$ cat src/hdl/smt_pkg.sv
`timescale 1ns / 1ps

package smt_pkg;

  localparam int CAPACITY = 1024;
  localparam int IDX_W    = $clog2(CAPACITY);
  localparam int CNT_W    = $clog2(CAPACITY + 1);

  localparam logic signed [31:0] KEY_MIN = 32'sh8000_0000;
  localparam logic signed [31:0] KEY_MAX = 32'sh7FFF_FFFF;

  localparam logic [1:0] KIND_LOOKUP = 2'd0;
  localparam logic [1:0] KIND_INSERT = 2'd1;
  localparam logic [1:0] KIND_REMOVE = 2'd2;

  typedef enum logic [3:0] {
    ST_IDLE,
    ST_SRCH_RD,
    ST_SRCH_CMP,
    ST_PROBE_RD,
    ST_PROBE_CMP,
    ST_DECIDE,
    ST_SHIFT_CHK,
    ST_SHIFT_WR,
    ST_TAIL_RD,
    ST_TAIL_CAP
  } state_t;

  typedef enum logic [1:0] {
    RSEL_SRCH,
    RSEL_PROBE,
    RSEL_SHIFT,
    RSEL_TAIL
  } rsel_t;

  typedef struct packed {
    logic  load;
    logic  search_step;
    logic  capture;
    logic  shift_init;
    logic  shift_write;
    logic  commit;
    logic  out_load;
    rsel_t rsel;
  } cmd_t;

  typedef struct packed {
    logic search_done;
    logic modify;
    logic shift_more;
    logic out_free;
  } sts_t;

endpackage

$ cat src/hdl/smt_ctrl.sv
`timescale 1ns / 1ps

module smt_ctrl (
  input  logic          clk,
  input  logic          rst,
  input  logic          s_tvalid,
  output logic          s_tready,
  input  smt_pkg::sts_t sts,
  output smt_pkg::cmd_t cmd
);
  import smt_pkg::*;

  state_t state;
  state_t state_next;

  always_ff @(posedge clk) begin
    if (rst) begin
      state <= ST_IDLE;
    end else begin
      state <= state_next;
    end
  end

  always_comb begin
    state_next = state;
    case (state)
      ST_IDLE:      if (s_tvalid) state_next = ST_SRCH_RD;
      ST_SRCH_RD:   state_next = sts.search_done ? ST_PROBE_RD : ST_SRCH_CMP;
      ST_SRCH_CMP:  state_next = ST_SRCH_RD;
      ST_PROBE_RD:  state_next = ST_PROBE_CMP;
      ST_PROBE_CMP: state_next = ST_DECIDE;
      ST_DECIDE:    state_next = sts.modify ? ST_SHIFT_CHK : ST_TAIL_RD;
      ST_SHIFT_CHK: state_next = sts.shift_more ? ST_SHIFT_WR : ST_TAIL_RD;
      ST_SHIFT_WR:  state_next = ST_SHIFT_CHK;
      ST_TAIL_RD:   state_next = ST_TAIL_CAP;
      ST_TAIL_CAP:  if (sts.out_free) state_next = ST_IDLE;
      default:      state_next = ST_IDLE;
    endcase
  end

  always_comb begin
    cmd      = '0;
    cmd.rsel = RSEL_SRCH;
    s_tready = 1'b0;
    case (state)
      ST_IDLE: begin
        s_tready = 1'b1;
        cmd.load = s_tvalid;
      end
      ST_SRCH_RD:   cmd.rsel = RSEL_SRCH;
      ST_SRCH_CMP:  cmd.search_step = 1'b1;
      ST_PROBE_RD:  cmd.rsel = RSEL_PROBE;
      ST_PROBE_CMP: begin
        cmd.rsel    = RSEL_PROBE;
        cmd.capture = 1'b1;
      end
      ST_DECIDE:    cmd.shift_init = sts.modify;
      ST_SHIFT_CHK: begin
        cmd.rsel   = RSEL_SHIFT;
        cmd.commit = !sts.shift_more;
      end
      ST_SHIFT_WR:  cmd.shift_write = 1'b1;
      ST_TAIL_RD:   cmd.rsel = RSEL_TAIL;
      ST_TAIL_CAP: begin
        cmd.rsel     = RSEL_TAIL;
        cmd.out_load = sts.out_free;
      end
      default: ;
    endcase
  end

endmodule

$ cat config.mk
export PLATFORM = sky130hd
export DESIGN_NAME = smt_ctrl
export DESIGN_NICKNAME = d
export VERILOG_FILES = /design/src/hdl/smt_pkg.sv /design/src/hdl/smt_ctrl.sv
export SDC_FILE = /design/constraint.sdc
export NUM_CORES = 1
export LEC_CHECK = 0
export BUFFER_PORTS_ARGS = -buffer_cell sky130_fd_sc_hd__buf_2
export CORE_AREA = 2 2 39 41
export DETAILED_ROUTE_END_ITERATION = 7
export DIE_AREA = 0 0 41 43
export PLACE_DENSITY = 0.55
export SLEW_MARGIN = 5
export SYNTH_ARGS = -nofsm -noshare
export SYNTH_HDL_FRONTEND = slang
export SYNTH_SLANG_ARGS = --single-unit
$ cat constraint.sdc
create_clock -name clk -period 2.3 [get_ports clk]
set_input_delay 0.575 -clock clk [delete_from_list [all_inputs] [get_ports clk]]
set_output_delay 0.575 -clock clk [all_outputs]
set_load 0.005 [all_outputs]
* Yosys cells after proc, flatten, opt, wreduce, memory -nomap -nowiden *
Cells that the tools add are included.

cells by class
  multipliers = 0
  $add $sub $neg = 0
  div/mod/pow operators = 0
  mux-type cells = 15
  equal/unequal tests = 11
  order comparisons = 0
  bitwise logic cells = 0
  shifts and indexed selects = 0
  reduce and logical (&&, ||, !) cells = 5

operator list
  operator              count
  $pmux W4 S10          1
  $eq A4 B3 Y1 const B  4
  $mux W4               4
  $mux W1               9
  $eq A4 B2 Y1 const B  2
  $eq A4 B4 Y1 const B  2
  $pmux W2 S3           1
  $eq A4 B1 Y1 const B  1
  $logic_not A4 Y1      1
  $ne A2 B2 Y1 const B  2
  $reduce_or A2 Y1      2
  $reduce_and A2 Y1     1
  $logic_not A1 Y1      1

word-level totals
  memories kept = 0
  bits in writable memories = 0
  output and inout bits = 10
  bits in latches = 0
  flip-flop bits (word level) = 4
  memory bits (read-only) = 0
  bits of input ports = 7
  word-level logic and storage cells = 32

* Longest topological paths before layout *
Gate-level depths: netlist of run 1.

  word-level depth = 3
  gate-level depth with buffers = 4
  depth with buffers taken out = 3

* Least setup slack after synthesis of run 1 *
OpenSTA, ideal clock, no wires.

  path type = reg-to-output
  from = register state[3]
  to = output port cmd[0] in the netlist's numbering
  arrival time = 1012 ps
  data required time = 1725 ps
  cell stages (with the launch flop) = 4
  path buffers = 1
  setup slack = 713 ps
  cells stage by stage = dfxtp_1 -> buf_2 -> mux2_2 -> o32ai_1

RTL lines
  what                      RTL line        RTL
  start: declaration        smt_ctrl.sv:13  state_t state;
  start signal: assignment  smt_ctrl.sv:20  state <= state_next;
  end: declaration          smt_ctrl.sv:9   output smt_pkg::cmd_t cmd

==> results of run 1 <==
-- power by group through the flow --
| stage | Combinational (uW) | Clock [uW] | Sequential [uW] |
|---|---|---|---|
| finish | 49.0 | 82.8 | 86.8 |
| global placement | 49.2 | 0 | 87.5 |
| global route | 57.5 | 95.4 | 87.8 |
| CTS | 49.8 | 89.4 | 86.9 |
| floorplan | 42.0 | 0 | 77.2 |
| detailed placement | 49.6 | 0 | 87.9 |
-- routing by layer --
layer | vias up | routed length (um) | global-route usage, %
li1 | 219 | - | -
met1 | 184 | 444 | 14.4
met2 | 11 | 446 | 17.2
met3 | 0 | 48 | 3.14
met4 | 0 | 0 | 8.00
met5 | - | 0 | 0
-- final cells by class --
| class | instances | area share, % |
|---|---|---|
| Clock buffer | 3 | 4.62 |
| Multi-Input combinational cell | 39 | 55.4 |
| Sequential cell | 4 | 16.4 |
| Timing Repair Buffer | 17 | 17.9 |
| Tap cell | 16 | 4.10 |
| Inverter | 2 | 1.54 |
-- how the worst max path moves through the flow --
stage                  start      to  slack [ns]  cells past startpoint
finish              state[2]  cmd[0]        0.21                      4
global route        state[2]  cmd[0]        0.12                      4
CTS                 state[2]  cmd[0]        0.22                      4
detailed placement  state[3]  cmd[0]        0.47                      3
global placement    state[2]  cmd[0]        0.50                      4
floorplan           state[3]  cmd[0]        0.71                      3
-- cells in the mapped netlist, drive strengths merged (2+ instances only) --
cell,number
a21oi,2
nor3,5
nor4,2
nand2,4
nor2b,2
o21ai,2
buf,4
and2,2
nor3b,2
dfxtp,4
nor2,2
inv,2
nand2b,4
-- worst max-delay path: cells and delay by family (launching register included) --
kind                   cells  cell delay, ns
DFF                        1            0.55
muxes                      1            0.29
and+or+nand+nor            1            0.17
buffers and inverters      1            0.16
AOI/OAI and AO/OA          1            0.12
-- cells by family (layout without fill, tap and decap cells) --
family	count (synthesis)	in the layout
AND/OR/NAND/NOR	27	27
multiplexers	1	1
AO/OA/AOI/OAI	11	11
buffers and inverters	6	22
flip-flops	4	4
-- through the flow --
stage | worst slack, ns | util, % | power (uW) | cell area (sq um)
3_5_place_dp | 0.474 | 33.6 | 138 | 465
3_3_place_gp | 0.496 | 33.6 | 137 | 465
4_1_cts | 0.221 | 35.3 | 226 | 488
5_1_grt | 0.120 | 35.3 | 241 | 488
6_report | 0.213 | 35.3 | 219 | 488
2_1_floorplan | 0.713 | - | 119 | 387
==> impl_results.md, run 1 <==
- Reg2reg start: state[2]
- Hold Crit Depth: 2
- WS Path Type: reg2out
- Slew @ Worst Pin: 0.485 ns
- Die Span Y: 43 um
- Adder-cell share of the synthesized area: 0%
- Biggest regs: state x4
- Mean post-synth cell area: 7.89 sq um
- Hold Violations, Final: 0
- Mux share of post-synthesis cell area: 2.91%
- Register area: 80.1 sq um
- Placed insts: 78
- Number of global-route vias before repair: 336
- Commonest non-fill, non-tap cell in the layout: buf_2
- CTS buffer count: 3
- Clk_skew: 0.000284 ns
- Final Setup Violations: 0
- Hold Buf Count CTS: 0
- DRC: 0
- Synth Cell Area: 387 sq um
- Async set-or-reset flop fraction in the synthesized netlist: 0%
- CTS Root Cell: clkbuf_4
- Sw Share: 27.9%
- RSZ-0062 raised after global routing: false
- DRT Wirelength: 938 um
- Pin count of the biggest net entering global routing: 16
- Die Width: 41 um
- Max Cap Viol: 0
- Antenna violations before repair: 0
- CP peak stage delay: 0.55 ns
- Hold Slack: 0.583 ns
- Sink Count: 4
- Yosys reg bits: 4
- Clock Latency Late Sink: 0.23 ns
- Post-cts resize count: 0
- Area Overhead vs Synth: 26.2%
- Final critical-path share of the clock period: 90.7%
- Antenna fix cells: 0
- CP arrival: 1.51 ns
- Clock Tree Buf Depth: 2
- DIE AREA: 1760 sq um
- Multi-input logic area: 270 sq um
- Initial Util: 27.9%
- Final #Nets: 74
- CP endpoint kind: output pin
- Post-CTS setup buffers: 0
- Switching pwr: 61.0 uW
- CP Cell Sequence: nand2b_1, mux2_2, o32ai_1, buf_2
- Post-Synth XOR/XNOR Area: 0%
- Rel. slew slack: 67.6%
- Mean routed wirelength per cell: 11.6 um
- Reg2reg end: state[0]
- CTS clk-pin slew, worst paths: 0.03 ns
- Largest family of logic cells by synthesized area: simple AND/OR/NAND/NOR gates
- All-Layer GR Usage: 11.8%
- Worst min-delay path category: in2reg
- Peak supply drop: 0.197 mV
- # port buffers: 16
- Synth top area share: 20.7%
- Non-Filler Instances: 81
- TritonCTS clock tree: built
- Vias: 414
- Hold Path Origin: rst
- Yosys warning count: 0
- PD cells: 448 nW/um^2
- Drt pass-1 iters: 4
- Min Tclk post-route: 2.09 ns
- FILL cells: 168
- Drt via density: 5.11
- Reg power frac: 39.7%
- Number of distinct library cells after synthesis: 29
- Dominant cell type by area after synthesis: dfxtp_1
- Boundary Pins: 17
- Initial DRC count: 7
- DP HPWL: 673 um
- Int Power: 158 uW
- Crit-path max FO: 12
- Combinational share of power: 22.4%
- Static leakage: 0.000199 uW
- Compound-Gate Fraction of Synth Area: 22.3%
- First-pass GRT wire length: 1390 um
- Max Clock Freq: 479 MHz
- Antenna-violating nets left: 0
- Slew Limit Fails: 0
- Share of cells above drive strength 1: 40.0%
- Status: completed
- Total gr overflow: 0
- Most frequent cells in the layout: buf_2 (16), nor3_1 (5), nand2b_1 (4), nand2_1 (4), dfxtp_1 (4)
- Most flops, register: state
- Clock share of power: 37.9%
- Worst endpoint required time: 1.73 ns
- Crit path launch type: flip-flop
- H-tree levels: 1
- Cells after Synth: 49
- Max stage delay cell, worst path: dfxtp_1
- Routability cong.: 0.602
- Hold endpoint: state[2]
- Max reg flops: 4
- Row cnt: 14
- Setup TNS: 0 ns
- Synth top area cells: dfxtp_1 (21%), nand2b_1 (6.5%), nor3_1 (6.5%), nor4_2 (6.5%), a2111oi_2 (3.9%)
- Post-synthesis sequential area ratio: 20.7%
- Synth Area in Simple Gates: 44.7%
- Number of flops mapped to enable cells by yosys: 0
- R2r setup slk: 0.92 ns
- Syn nets: 56
- R2R depth: 3
- Core area: 1380 sq um
- Commonest register cell after synthesis: dfxtp_1
(Power assumes the default switching activity.)
==> inputs of run 2 (changes only) <==
Settings changed: REMOVE_ABC_BUFFERS set to 1.
==> run 2 against run 1 <==
Net effect:
- clock skew barely moved
- critical path type unchanged
- total power grew 1.9%
- utilization is the same
- global-route usage is 0.68 points higher
- first-iteration DRC count increased by 57%
- clock power is 5.0% higher
- non-clock buffer count is the same
- sequential power about the same
- combinational power is essentially flat
- worst hold slack lost 0.022 ns
- critical path depth decreased by 1
==> impl_results.md, run 2 (synthesis gave the netlist of run 1 again) <==
- Status: completed
- Routability cong.: 0.708 (+18%)
- Vias: 419 (+1.2%)
- Register area: 80.1 sq um (unchanged)
- Slew @ Worst Pin: 0.485 ns (-0.000340 ns)
- Hold Crit Depth: 2 (unchanged)
- All-Layer GR Usage: 12.5% (+0.68 points)
- R2R depth: 4 (+1)
- Antenna fix cells: 0 (unchanged)
- DIE AREA: 1760 sq um (unchanged)
- Max Cap Viol: 0 (unchanged)
- Boundary Pins: 17 (unchanged)
- Setup TNS: 0 ns (unchanged)
- Die Span Y: 43 um (unchanged)
- Final Setup Violations: 0 (unchanged)
- Antenna-violating nets left: 0 (unchanged)
- Worst endpoint required time: 1.73 ns (about the same)
- Final #Nets: 74 (unchanged)
- TritonCTS clock tree: built
- Die Width: 41 um (unchanged)
- Core area: 1380 sq um (unchanged)
- Clk_skew: 0.000128 ns (-0.000156 ns)
- Slew Limit Fails: 0 (unchanged)
- Worst min-delay path category: in2reg
- Max Clock Freq: 484 MHz (+0.90%)
- CTS Root Cell: clkbuf_4
- Final critical-path share of the clock period: 89.9% (-0.81 points)
- Rel. slew slack: 67.6% (about the same)
- FILL cells: 153 (-8.9%)
- Drt pass-1 iters: 4 (unchanged)
- Static leakage: 0.000199 uW (unchanged)
- Share of cells above drive strength 1: 40.0% (unchanged)
- RSZ-0062 raised after global routing: false
- Pin count of the biggest net entering global routing: 16 (unchanged)
- Peak supply drop: 0.131 mV (-34%)
- Post-cts resize count: 0 (unchanged)
- Uppermost layer routed: met4
- Crit path launch type: flip-flop
- H-tree levels: 1 (unchanged)
- Area Overhead vs Synth: 26.2% (unchanged)
- CP arrival: 1.49 ns (-0.02 ns)
- CTS buffer count: 3 (unchanged)
- Placed cell area: 465 sq um (unchanged)
- Drt via density: 5.17 (+1.2%)
- Antenna violations before repair: 0 (unchanged)
- Hold Buf Count CTS: 0 (unchanged)
- Sink Count: 4 (unchanged)
- Min Tclk post-route: 2.07 ns (-0.0187 ns)
- PD cells: 456 nW/um^2 (+1.9%)
- Post-CTS setup buffers: 0 (unchanged)
- Initial Util: 27.9% (unchanged)
- Number of global-route vias before repair: 341 (+1.5%)
- DP HPWL: 671 um (-0.36%)
- WL met2: 444 um (-0.45%)
- Met1 wire length: 488 um (+9.9%)
- DR WL met3: 40 um (-17%)
- DRC: 0 (unchanged)
- Hold Violations, Final: 0 (unchanged)
- Most frequent cells in the layout: buf_2 (16), nor3_1 (5), nand2b_1 (4), nand2_1 (4), dfxtp_1 (4)
- Crit-path max FO: 13 (+1)
- CP endpoint kind: output pin
- Biggest regs: state x4
- Total gr overflow: 0 (unchanged)
- Mean routed wirelength per cell: 12.1 um (+4.6%)
- DRT Wirelength: 981 um (+4.6%)
- Initial DRC count: 11 (+4)
- WS Path Type: reg2out
- Commonest non-fill, non-tap cell in the layout: buf_2
- Cell area after layout: 488 sq um (unchanged)
- # port buffers: 16 (unchanged)
- Clock Tree Buf Depth: 2 (unchanged)
- Max reg flops: 4 (unchanged)
- CTS clk-pin slew, worst paths: 0.04 ns (about the same)
- First-pass GRT wire length: 1480 um (+7.0%)
- Row cnt: 14 (unchanged)
- Most flops, register: state
- Clock Latency Late Sink: 0.23 ns (about the same)
- Multi-input logic area: 270 sq um (unchanged)
run 2: routing by layer:
metal / vias to the layer above / GRT usage (%)
li1: 215 / -
met1: 196 / 16.6
met2: 6 / 17.2
met3: 2 / 3.14
met4: 0 / 8.00
met5: - / 0
run 2: path summary, 6_finish.rpt:
path | from | slack (ns) | endpoint
setup / recovery | state[3] | 0.23 | cmd[0]
hold reg to reg | state[2] | 0.62 | state[2]
setup reg to reg | state[2] | 0.99 | state[0]
hold / removal | rst | 0.56 | state[2]
run 2: critical path, stage by stage (launching register included):
cell	delay, ns
dfxtp_1	0.60
mux2_2	0.39
o32ai_1	0.11
buf_2	0.15
run 2: cell type report:
cell class,instances,area share [%]
Inverter,2,1.54
Sequential cell,4,16.4
Tap cell,16,4.10
Timing Repair Buffer,17,17.9
Multi-Input combinational cell,39,55.4
Clock buffer,3,4.62
run 2: stage by stage:
step	power (uW)	hold WS, ns	worst slack [ns]	instances	utilization (%)
finish	223	0.561	0.232	81	35.3
floorplan	114	0.599	0.639	45	-
global placement	137	0.606	0.487	78	33.6
CTS	229	0.553	0.223	81	35.3
global route	238	0.569	0.108	81	35.3
detailed placement	137	0.602	0.478	78	33.6
run 2: power by group:
group          internal [uW]  leakage [uW]  switching [uW]  total, uW
registers               73.5     0.0000327            13.1       86.5
logic                   25.9      0.000152            23.4       49.3
clock network           58.4     0.0000138            28.6       86.9
